$ cat config.mk
export PLATFORM = sky130hd
export DESIGN_NAME = spi_master_peripheral_unit
export DESIGN_NICKNAME = d
export VERILOG_FILES = /design/src/design/smp_pkg.sv /design/src/design/smp_cfg.sv /design/src/design/smp_core.sv /design/src/design/spi_master_peripheral_unit.sv
export SDC_FILE = /design/constraint.sdc
export NUM_CORES = 1
export LEC_CHECK = 0
export BUFFER_PORTS_ARGS = -buffer_cell sky130_fd_sc_hd__buf_4
export CORE_MARGIN = 2
export CORE_UTILIZATION = 50
export CTS_BUF_LIST = sky130_fd_sc_hd__clkbuf_16
export DETAILED_ROUTE_END_ITERATION = 10
export PLACE_DENSITY_LB_ADDON = 0.05
export SLEW_MARGIN = 15
export SYNTH_ARGS = -nofsm -noshare
export SYNTH_HDL_FRONTEND = slang
export SYNTH_HIERARCHICAL = 1
export SYNTH_SLANG_ARGS = --single-unit
$ cat constraint.sdc
create_clock -name clock -period 5.82 [get_ports clock]
set_input_delay 0.873 -clock clock [delete_from_list [all_inputs] [get_ports clock]]
set_output_delay 0.873 -clock clock [all_outputs]
set_load 0.03 [all_outputs]
$ cat src/design/smp_pkg.sv
`timescale 1ns / 1ps

package smp_pkg;

   localparam int unsigned DATA_WIDTH = 16;
   localparam int unsigned CSR_INDEX_WIDTH = 3;
   localparam int unsigned CSR_DATA_WIDTH = 3;
   localparam int unsigned BITS_WIDTH = 5;
   localparam int unsigned HALF_COUNT_WIDTH = 8;

   localparam logic [1:0] CMD_TICK = 2'd0;
   localparam logic [1:0] CMD_WRITE_DATA = 2'd1;
   localparam logic [1:0] CMD_READ_DATA = 2'd2;
   localparam logic [1:0] CMD_READ_STATUS = 2'd3;

   localparam logic [CSR_INDEX_WIDTH-1:0] REG_BAUD_CODE = 3'd0;
   localparam logic [CSR_INDEX_WIDTH-1:0] REG_CLOCK_POLARITY = 3'd1;
   localparam logic [CSR_INDEX_WIDTH-1:0] REG_CLOCK_PHASE = 3'd2;
   localparam logic [CSR_INDEX_WIDTH-1:0] REG_LSB_FIRST = 3'd3;
   localparam logic [CSR_INDEX_WIDTH-1:0] REG_FRAME_16BIT = 3'd4;
   localparam logic [CSR_INDEX_WIDTH-1:0] REG_ENABLE = 3'd5;

   typedef struct packed {
      logic [2:0] baud_code;
      logic       clock_polarity;
      logic       clock_phase;
      logic       lsb_first;
      logic       frame_16bit;
      logic       enable;
   } cfg_type;

   typedef struct packed {
      logic [DATA_WIDTH-1:0] read_data;
      logic                  sclk;
      logic                  mosi;
      logic                  tx_empty;
      logic                  rx_ready;
      logic                  busy_res;
      logic                  overrun;
   } result_type;

endpackage

$ cat src/design/smp_cfg.sv
`timescale 1ns / 1ps

module smp_cfg
   import smp_pkg::*;
(
   input  logic                       clock,
   input  logic                       reset,
   input  logic                       csr_write_enable,
   input  logic [CSR_INDEX_WIDTH-1:0] csr_index,
   input  logic [CSR_DATA_WIDTH-1:0]  csr_write_data,
   output cfg_type                    cfg
);

   cfg_type cfg_ff;
   cfg_type cfg_in;

   always_comb begin
      cfg_in = cfg_ff;
      if (csr_write_enable) begin
         case (csr_index)
            REG_BAUD_CODE:      cfg_in.baud_code = csr_write_data;
            REG_CLOCK_POLARITY: cfg_in.clock_polarity = csr_write_data[0];
            REG_CLOCK_PHASE:    cfg_in.clock_phase = csr_write_data[0];
            REG_LSB_FIRST:      cfg_in.lsb_first = csr_write_data[0];
            REG_FRAME_16BIT:    cfg_in.frame_16bit = csr_write_data[0];
            REG_ENABLE:         cfg_in.enable = csr_write_data[0];
            default:            cfg_in = cfg_ff;
         endcase
      end
   end

   always_ff @(posedge clock) begin
      if (reset) begin
         cfg_ff <= '0;
      end else begin
         cfg_ff <= cfg_in;
      end
   end

   assign cfg = cfg_ff;

endmodule

$ cat src/design/smp_core.sv
`timescale 1ns / 1ps

module smp_core
   import smp_pkg::*;
(
   input  logic                  clock,
   input  logic                  reset,
   input  cfg_type               cfg,
   input  logic                  fire,
   input  logic [1:0]            cmd,
   input  logic [DATA_WIDTH-1:0] write_data,
   input  logic                  miso,
   output result_type            result
);

   logic [DATA_WIDTH-1:0]       tx_buffer_ff, tx_buffer_in;
   logic                        tx_full_ff, tx_full_in;
   logic [DATA_WIDTH-1:0]       shift_reg_ff, shift_reg_in;
   logic [DATA_WIDTH-1:0]       rx_buffer_ff, rx_buffer_in;
   logic                        rx_full_ff, rx_full_in;
   logic                        overrun_ff, overrun_in;
   logic [BITS_WIDTH-1:0]       bits_left_ff, bits_left_in;
   logic [HALF_COUNT_WIDTH-1:0] half_count_ff, half_count_in;
   logic                        clock_level_ff, clock_level_in;
   logic                        shifting_ff, shifting_in;
   logic                        read_seen_ff, read_seen_in;
   logic                        mosi_ff, mosi_in;

   logic [DATA_WIDTH-1:0]       frame_mask;
   logic [BITS_WIDTH-1:0]       frame_width;
   logic [HALF_COUNT_WIDTH-1:0] half_period;
   logic [HALF_COUNT_WIDTH-1:0] count_inc;
   logic                        leading;
   logic                        sample;
   logic [DATA_WIDTH-1:0]       shifted;
   logic [DATA_WIDTH-1:0]       start_frame;
   logic                        out_bit_cur;
   logic                        out_bit_start;
   logic [DATA_WIDTH-1:0]       read_data;

   always_comb begin
      frame_mask  = cfg.frame_16bit ? 16'hFFFF : 16'h00FF;
      frame_width = cfg.frame_16bit ? 5'd16 : 5'd8;
      half_period = HALF_COUNT_WIDTH'(1) << cfg.baud_code;
      count_inc   = half_count_ff + 8'd1;
      leading     = (clock_level_ff == cfg.clock_polarity);
      sample      = leading ^ cfg.clock_phase;
      start_frame = tx_buffer_ff & frame_mask;
      out_bit_cur = cfg.lsb_first ? shift_reg_ff[0]
                  : (cfg.frame_16bit ? shift_reg_ff[15] : shift_reg_ff[7]);
      out_bit_start = cfg.lsb_first ? start_frame[0]
                    : (cfg.frame_16bit ? start_frame[15] : start_frame[7]);
      if (cfg.lsb_first) begin
         shifted = cfg.frame_16bit ? {miso, shift_reg_ff[15:1]}
                                   : {8'h00, miso, shift_reg_ff[7:1]};
      end else begin
         shifted = cfg.frame_16bit ? {shift_reg_ff[14:0], miso}
                                   : {8'h00, shift_reg_ff[6:0], miso};
      end
   end

   always_comb begin
      tx_buffer_in   = tx_buffer_ff;
      tx_full_in     = tx_full_ff;
      shift_reg_in   = shift_reg_ff;
      rx_buffer_in   = rx_buffer_ff;
      rx_full_in     = rx_full_ff;
      overrun_in     = overrun_ff;
      bits_left_in   = bits_left_ff;
      half_count_in  = half_count_ff;
      clock_level_in = clock_level_ff;
      shifting_in    = shifting_ff;
      read_seen_in   = read_seen_ff;
      mosi_in        = mosi_ff;
      read_data      = '0;

      case (cmd)
         CMD_TICK: begin
            if (shifting_ff) begin
               half_count_in = count_inc;
               if (count_inc >= half_period) begin
                  half_count_in  = '0;
                  clock_level_in = ~clock_level_ff;
                  if (bits_left_ff != '0) begin
                     if (sample) begin
                        shift_reg_in = shifted;
                        bits_left_in = bits_left_ff - 5'd1;
                     end else begin
                        mosi_in = out_bit_cur;
                     end
                  end
                  if (!leading && bits_left_in == '0) begin
                     if (rx_full_ff) begin
                        overrun_in = 1'b1;
                     end else begin
                        rx_buffer_in = shift_reg_in & frame_mask;
                        rx_full_in   = 1'b1;
                     end
                     shifting_in    = 1'b0;
                     clock_level_in = cfg.clock_polarity;
                  end
               end
            end else if (tx_full_ff && cfg.enable) begin
               shift_reg_in   = start_frame;
               tx_full_in     = 1'b0;
               bits_left_in   = frame_width;
               half_count_in  = '0;
               clock_level_in = cfg.clock_polarity;
               shifting_in    = 1'b1;
               if (!cfg.clock_phase) begin
                  mosi_in = out_bit_start;
               end
            end
         end
         CMD_WRITE_DATA: begin
            tx_buffer_in = write_data & frame_mask;
            tx_full_in   = 1'b1;
         end
         CMD_READ_DATA: begin
            read_data    = rx_buffer_ff;
            rx_full_in   = 1'b0;
            read_seen_in = 1'b1;
         end
         default: begin
            if (read_seen_ff) begin
               overrun_in = 1'b0;
            end
            read_seen_in = 1'b0;
         end
      endcase
   end

   always_ff @(posedge clock) begin
      if (reset) begin
         tx_buffer_ff   <= '0;
         tx_full_ff     <= 1'b0;
         shift_reg_ff   <= '0;
         rx_buffer_ff   <= '0;
         rx_full_ff     <= 1'b0;
         overrun_ff     <= 1'b0;
         bits_left_ff   <= '0;
         half_count_ff  <= '0;
         clock_level_ff <= 1'b0;
         shifting_ff    <= 1'b0;
         read_seen_ff   <= 1'b0;
         mosi_ff        <= 1'b0;
      end else if (fire) begin
         tx_buffer_ff   <= tx_buffer_in;
         tx_full_ff     <= tx_full_in;
         shift_reg_ff   <= shift_reg_in;
         rx_buffer_ff   <= rx_buffer_in;
         rx_full_ff     <= rx_full_in;
         overrun_ff     <= overrun_in;
         bits_left_ff   <= bits_left_in;
         half_count_ff  <= half_count_in;
         clock_level_ff <= clock_level_in;
         shifting_ff    <= shifting_in;
         read_seen_ff   <= read_seen_in;
         mosi_ff        <= mosi_in;
      end
   end

   always_comb begin
      result.read_data = read_data;
      result.sclk      = shifting_in ? clock_level_in : cfg.clock_polarity;
      result.mosi      = mosi_in;
      result.tx_empty  = ~tx_full_in;
      result.rx_ready  = rx_full_in;
      result.busy_res  = shifting_in | tx_full_in;
      result.overrun   = overrun_in;
   end

   bits_range_check: assert property (@(posedge clock) disable iff (reset)
      bits_left_ff <= 5'd16)
      else $error("bit count out of range");

   idle_no_bits_check: assert property (@(posedge clock) disable iff (reset)
      fire && cmd == CMD_TICK && !shifting_ff && tx_full_ff && cfg.enable
      |=> shifting_ff && !tx_full_ff && bits_left_ff != '0)
      else $error("frame start did not load the shifter");

   overrun_set_check: assert property (@(posedge clock) disable iff (reset)
      $rose(overrun_ff) |-> $past(rx_full_ff) && $past(shifting_ff))
      else $error("overrun set without a full receive buffer");

endmodule

$ cat src/design/spi_master_peripheral_unit.sv
`timescale 1ns / 1ps
// A request passes through the input register and then the result register before its result is offered.
// Throughput: one request per cycle; stalls only when the result register is held.
// The serial clock half period is 2^baud_code tick requests, counted in the core.
// Reset (synchronous, active high) clears both stage valid bits, configuration and all SPI state.

module spi_master_peripheral_unit
   import smp_pkg::*;
(
   input  logic                       clock,
   input  logic                       reset,
   input  logic                       req_valid,
   output logic                       req_stall,
   input  logic [1:0]                 req_cmd,
   input  logic [DATA_WIDTH-1:0]      req_write_data,
   input  logic                       req_miso,
   output logic                       rsp_valid,
   input  logic                       rsp_stall,
   output logic [DATA_WIDTH-1:0]      rsp_read_data,
   output logic                       rsp_sclk,
   output logic                       rsp_mosi,
   output logic                       rsp_tx_empty,
   output logic                       rsp_rx_ready,
   output logic                       rsp_busy_res,
   output logic                       rsp_overrun,
   input  logic                       csr_write_enable,
   input  logic [CSR_INDEX_WIDTH-1:0] csr_index,
   input  logic [CSR_DATA_WIDTH-1:0]  csr_write_data
);

   cfg_type               cfg;
   result_type            result;

   logic                  in_valid_ff, in_valid_in;
   logic [1:0]            in_cmd_ff;
   logic [DATA_WIDTH-1:0] in_write_data_ff;
   logic                  in_miso_ff;
   logic                  rsp_valid_ff, rsp_valid_in;
   result_type            rsp_ff;

   logic                  advance;
   logic                  fire;
   logic                  req_take;

   smp_cfg u_cfg (
      .clock            (clock),
      .reset            (reset),
      .csr_write_enable (csr_write_enable),
      .csr_index        (csr_index),
      .csr_write_data   (csr_write_data),
      .cfg              (cfg)
   );

   smp_core u_core (
      .clock      (clock),
      .reset      (reset),
      .cfg        (cfg),
      .fire       (fire),
      .cmd        (in_cmd_ff),
      .write_data (in_write_data_ff),
      .miso       (in_miso_ff),
      .result     (result)
   );

   assign advance   = ~rsp_valid_ff | ~rsp_stall;
   assign fire      = in_valid_ff & advance;
   assign req_stall = in_valid_ff & ~advance;
   assign req_take  = req_valid & ~req_stall;

   assign in_valid_in  = req_take | (in_valid_ff & ~advance);
   assign rsp_valid_in = fire | (rsp_valid_ff & rsp_stall);

   always_ff @(posedge clock) begin
      if (reset) begin
         in_valid_ff  <= 1'b0;
         rsp_valid_ff <= 1'b0;
      end else begin
         in_valid_ff  <= in_valid_in;
         rsp_valid_ff <= rsp_valid_in;
      end
   end

   always_ff @(posedge clock) begin
      if (req_take) begin
         in_cmd_ff        <= req_cmd;
         in_write_data_ff <= req_write_data;
         in_miso_ff       <= req_miso;
      end
      if (fire) begin
         rsp_ff <= result;
      end
   end

   assign rsp_valid     = rsp_valid_ff;
   assign rsp_read_data = rsp_ff.read_data;
   assign rsp_sclk      = rsp_ff.sclk;
   assign rsp_mosi      = rsp_ff.mosi;
   assign rsp_tx_empty  = rsp_ff.tx_empty;
   assign rsp_rx_ready  = rsp_ff.rx_ready;
   assign rsp_busy_res  = rsp_ff.busy_res;
   assign rsp_overrun   = rsp_ff.overrun;

   fire_to_rsp_check: assert property (@(posedge clock) disable iff (reset)
      fire |=> rsp_valid_ff)
      else $error("result register not loaded after fire");

   stall_cause_check: assert property (@(posedge clock) disable iff (reset)
      req_stall |-> in_valid_ff && rsp_valid_ff && rsp_stall)
      else $error("request stalled without downstream backpressure");

   busy_status_check: assert property (@(posedge clock) disable iff (reset)
      rsp_valid_ff && !rsp_ff.tx_empty |-> rsp_ff.busy_res)
      else $error("pending frame not reported busy");

endmodule
==> results.sh <==
export IMPL_status="finished clean"
export IMPL_fmax_mhz=254
export IMPL_drv_slew=0
export IMPL_hp_start="u_core/tx_buffer_ff[11]"
export IMPL_cts_tree="yes"
export IMPL_hpwlAfterDp_um=8240
export IMPL_die_area_um2=12700
export IMPL_htree_levels=4
export IMPL_grt_max_degree=84
export IMPL_synthTopCellsByArea="dfxtp_1, edfxtp_1, a21oi_1, nand2_1, mux2i_1"
export IMPL_worst_slew_pin_slew_ps=1040
export IMPL_drc=0
export IMPL_die_y_um=113
export IMPL_worst_setup_path_end_kind="register"
export IMPL_layout_nets=706
export IMPL_synth_distinct_cells=62
export IMPL_period_needed_ps=3930
export IMPL_grt_pass1_vias=4184
export IMPL_total_power_w=0.00206
export IMPL_cp_arrival_ps=4260
export IMPL_path_buf_inv=0
export IMPL_viasPerCell=5.67
export IMPL_slew_headroom=0.307
export IMPL_ios=54
export IMPL_dp_cells=786
export IMPL_cts_buffers_inserted=17
export IMPL_fin_tns_setup_ps=0
export IMPL_antenna_found_initial=0
export IMPL_vdd_drop_max_mv=0.177
export IMPL_clockBufferDepth=2
export IMPL_start_util=0.516
export IMPL_clock_sinks=119
export IMPL_yosys_area_top_type="dfxtp_1"
export IMPL_setup_violations=0
export IMPL_cts_resized=0
export IMPL_startpoint="u_core/half_count_ff[0]"
export IMPL_syn_mean_instance_area_um2=9.35
export IMPL_yosysWarnings=6
export IMPL_nFillCells=960
export IMPL_stdcell_count=818
export IMPL_skew_ps=13.3
export IMPL_powerDensity_nw_per_um2=297
export IMPL_drtIter0Drc=310
export IMPL_gp_congestion=0.867
export IMPL_holdCritPathClass="reg2reg"
export IMPL_start_kind="register"
export IMPL_ant_nets=0
export IMPL_synth_seq_area_share=0.472
export IMPL_grt_usage=0.203
export IMPL_critical_path_top_delay_family="simple AND/OR/NAND/NOR gates"
export IMPL_ys_seq_elements=119
export IMPL_postCtsSetupBuffers=0
export IMPL_cp_slowest_cell="or4_1"
export IMPL_r2r_start="u_core/half_count_ff[0]"
export IMPL_portBuffers=53
export IMPL_drv_cap=0
export IMPL_clk_latency_ps=410
export IMPL_p_leak_nw=2.53
export IMPL_fin_crit_sh=0.675
export IMPL_hold_viol_final=0
export IMPL_drive_gt1_frac=0.153
export IMPL_final_cell_mix="a21oi_1, dfxtp_1, nand2_1"
export IMPL_num_vias=4635
export IMPL_netlist_area_um2=5920
export IMPL_worstSetupPathType="reg2reg"
export IMPL_synthToLayoutAreaGrowth_pct=17.3
export IMPL_synth_edf_count=41
export IMPL_insertedDiodeCount=0
export IMPL_ys_flop_type="dfxtp_1"
export IMPL_rsz0062_at_grt="no"
export IMPL_cp_slowest_stage_delay_ps=650
export IMPL_wire_per_inst_um=15.3
export IMPL_rows=39
export IMPL_syn_inst=633
export IMPL_synth_nets=677
export IMPL_firstDrtPassIters=5
export IMPL_gr_total_overflow=0
export IMPL_postCtsHoldBufs=0
export IMPL_coreArea_um2=11500
export IMPL_yosysTopAreaCellShare=0.264
export IMPL_cts_root_buf="clkbuf_16"
export IMPL_worst_path_max_fanout=23
export IMPL_async_flop_share=0
export IMPL_die_w_um=113
export IMPL_required_ps=6150
export IMPL_grt_pass1_wl_um=20900
export IMPL_clk_pin_slew_ps=50
export IMPL_path_cells="and3_1, and3_1, nand3_1, xnor2_1, ha_1, and2_1, o2111ai_1, o21ai_1, nand3_1, or4_1, a21oi_1"
export IMPL_wirelength_um=12500
## final cells by class
class | count | area, µm² | area share
clock buffer | 18 | 450 | 0.0649
clock inverter | 14 | 164 | 0.0236
inverter | 9 | 33.8 | 0.00487
multi-input combinational | 459 | 2900 | 0.418
sequential | 119 | 2790 | 0.403
tap | 143 | 179 | 0.0258
timing repair buffer | 56 | 420 | 0.0606
## registers in the layout, indices dropped and copies added, names as in the netlist, 2 cells and up
register              cells
in_write_data_ff         16
u_core/tx_buffer_ff      16
in_cmd_ff                 2
u_cfg/cfg                 8
u_core/shift_reg_ff      16
rsp_read_data            16
u_core/bits_left_ff       5
u_core/rx_buffer_ff      16
u_core/half_count_ff      8
## synth_stat cells (8+ instances only)
cell / count
and2_1: 19
or3_1: 15
nor2_1: 43
o21ai_0: 29
nand3_1: 17
a21oi_1: 78
a221oi_1: 9
nand4_1: 8
clkbuf_1: 34
dfxtp_1: 78
nand2b_1: 22
edfxtp_1: 41
ha_1: 14
inv_1: 9
mux2i_1: 25
nand2_1: 76
## metal layers
metal / up-vias / routed length (µm) / track usage / part of all wire
li1: 2348 / - / - / -
met1: 2166 / 6170 / 0.292 / 0.49
met2: 112 / 5740 / 0.310 / 0.46
met3: 9 / 518 / 0.0327 / 0.041
met4: 0 / 114 / 0.0748 / 0.0091
met5: - / 0 / 0 / 0
## power breakdown
part	switching, W	internal, W
Sequential	0.00000915	0.000878
Clock	0.000353	0.000729
Combinational	0.0000557	0.0000356
## worst paths after layout
path	end	cells after the start	slack, ps
setup / recovery	u_core/rx_buffer_ff[15]	11	1890
hold / removal	u_core/tx_buffer_ff[11]	2	450
hold reg to reg	u_core/tx_buffer_ff[11]	2	450
setup reg to reg	u_core/rx_buffer_ff[15]	11	1890
## worst min-delay path, delay by kind of cell, from the launching register on
family	cells	cell delay, ps
flops	1	310
simple gates	1	50
compound gates	1	50
## cell families after synthesis
group | synth area share
compound gates | 0.166
buf+inv | 0.0393
simple gates | 0.219
xor+xnor | 0.0186
mux | 0.0556
fa+ha+maj | 0.0296
flops | 0.472
## stage by stage
step	area, µm²	hold slack, ps	setup WS [ps]	util
after floorplan	5920	432	1260	-
after global placement	6320	444	2190	0.551
after detailed placement	6320	450	1990	0.551
after CTS	6940	456	1940	0.605
after global routing	6940	477	1420	0.605
final	6940	455	1890	0.605
No activity file was read; power rests on OpenSTA's default activity.
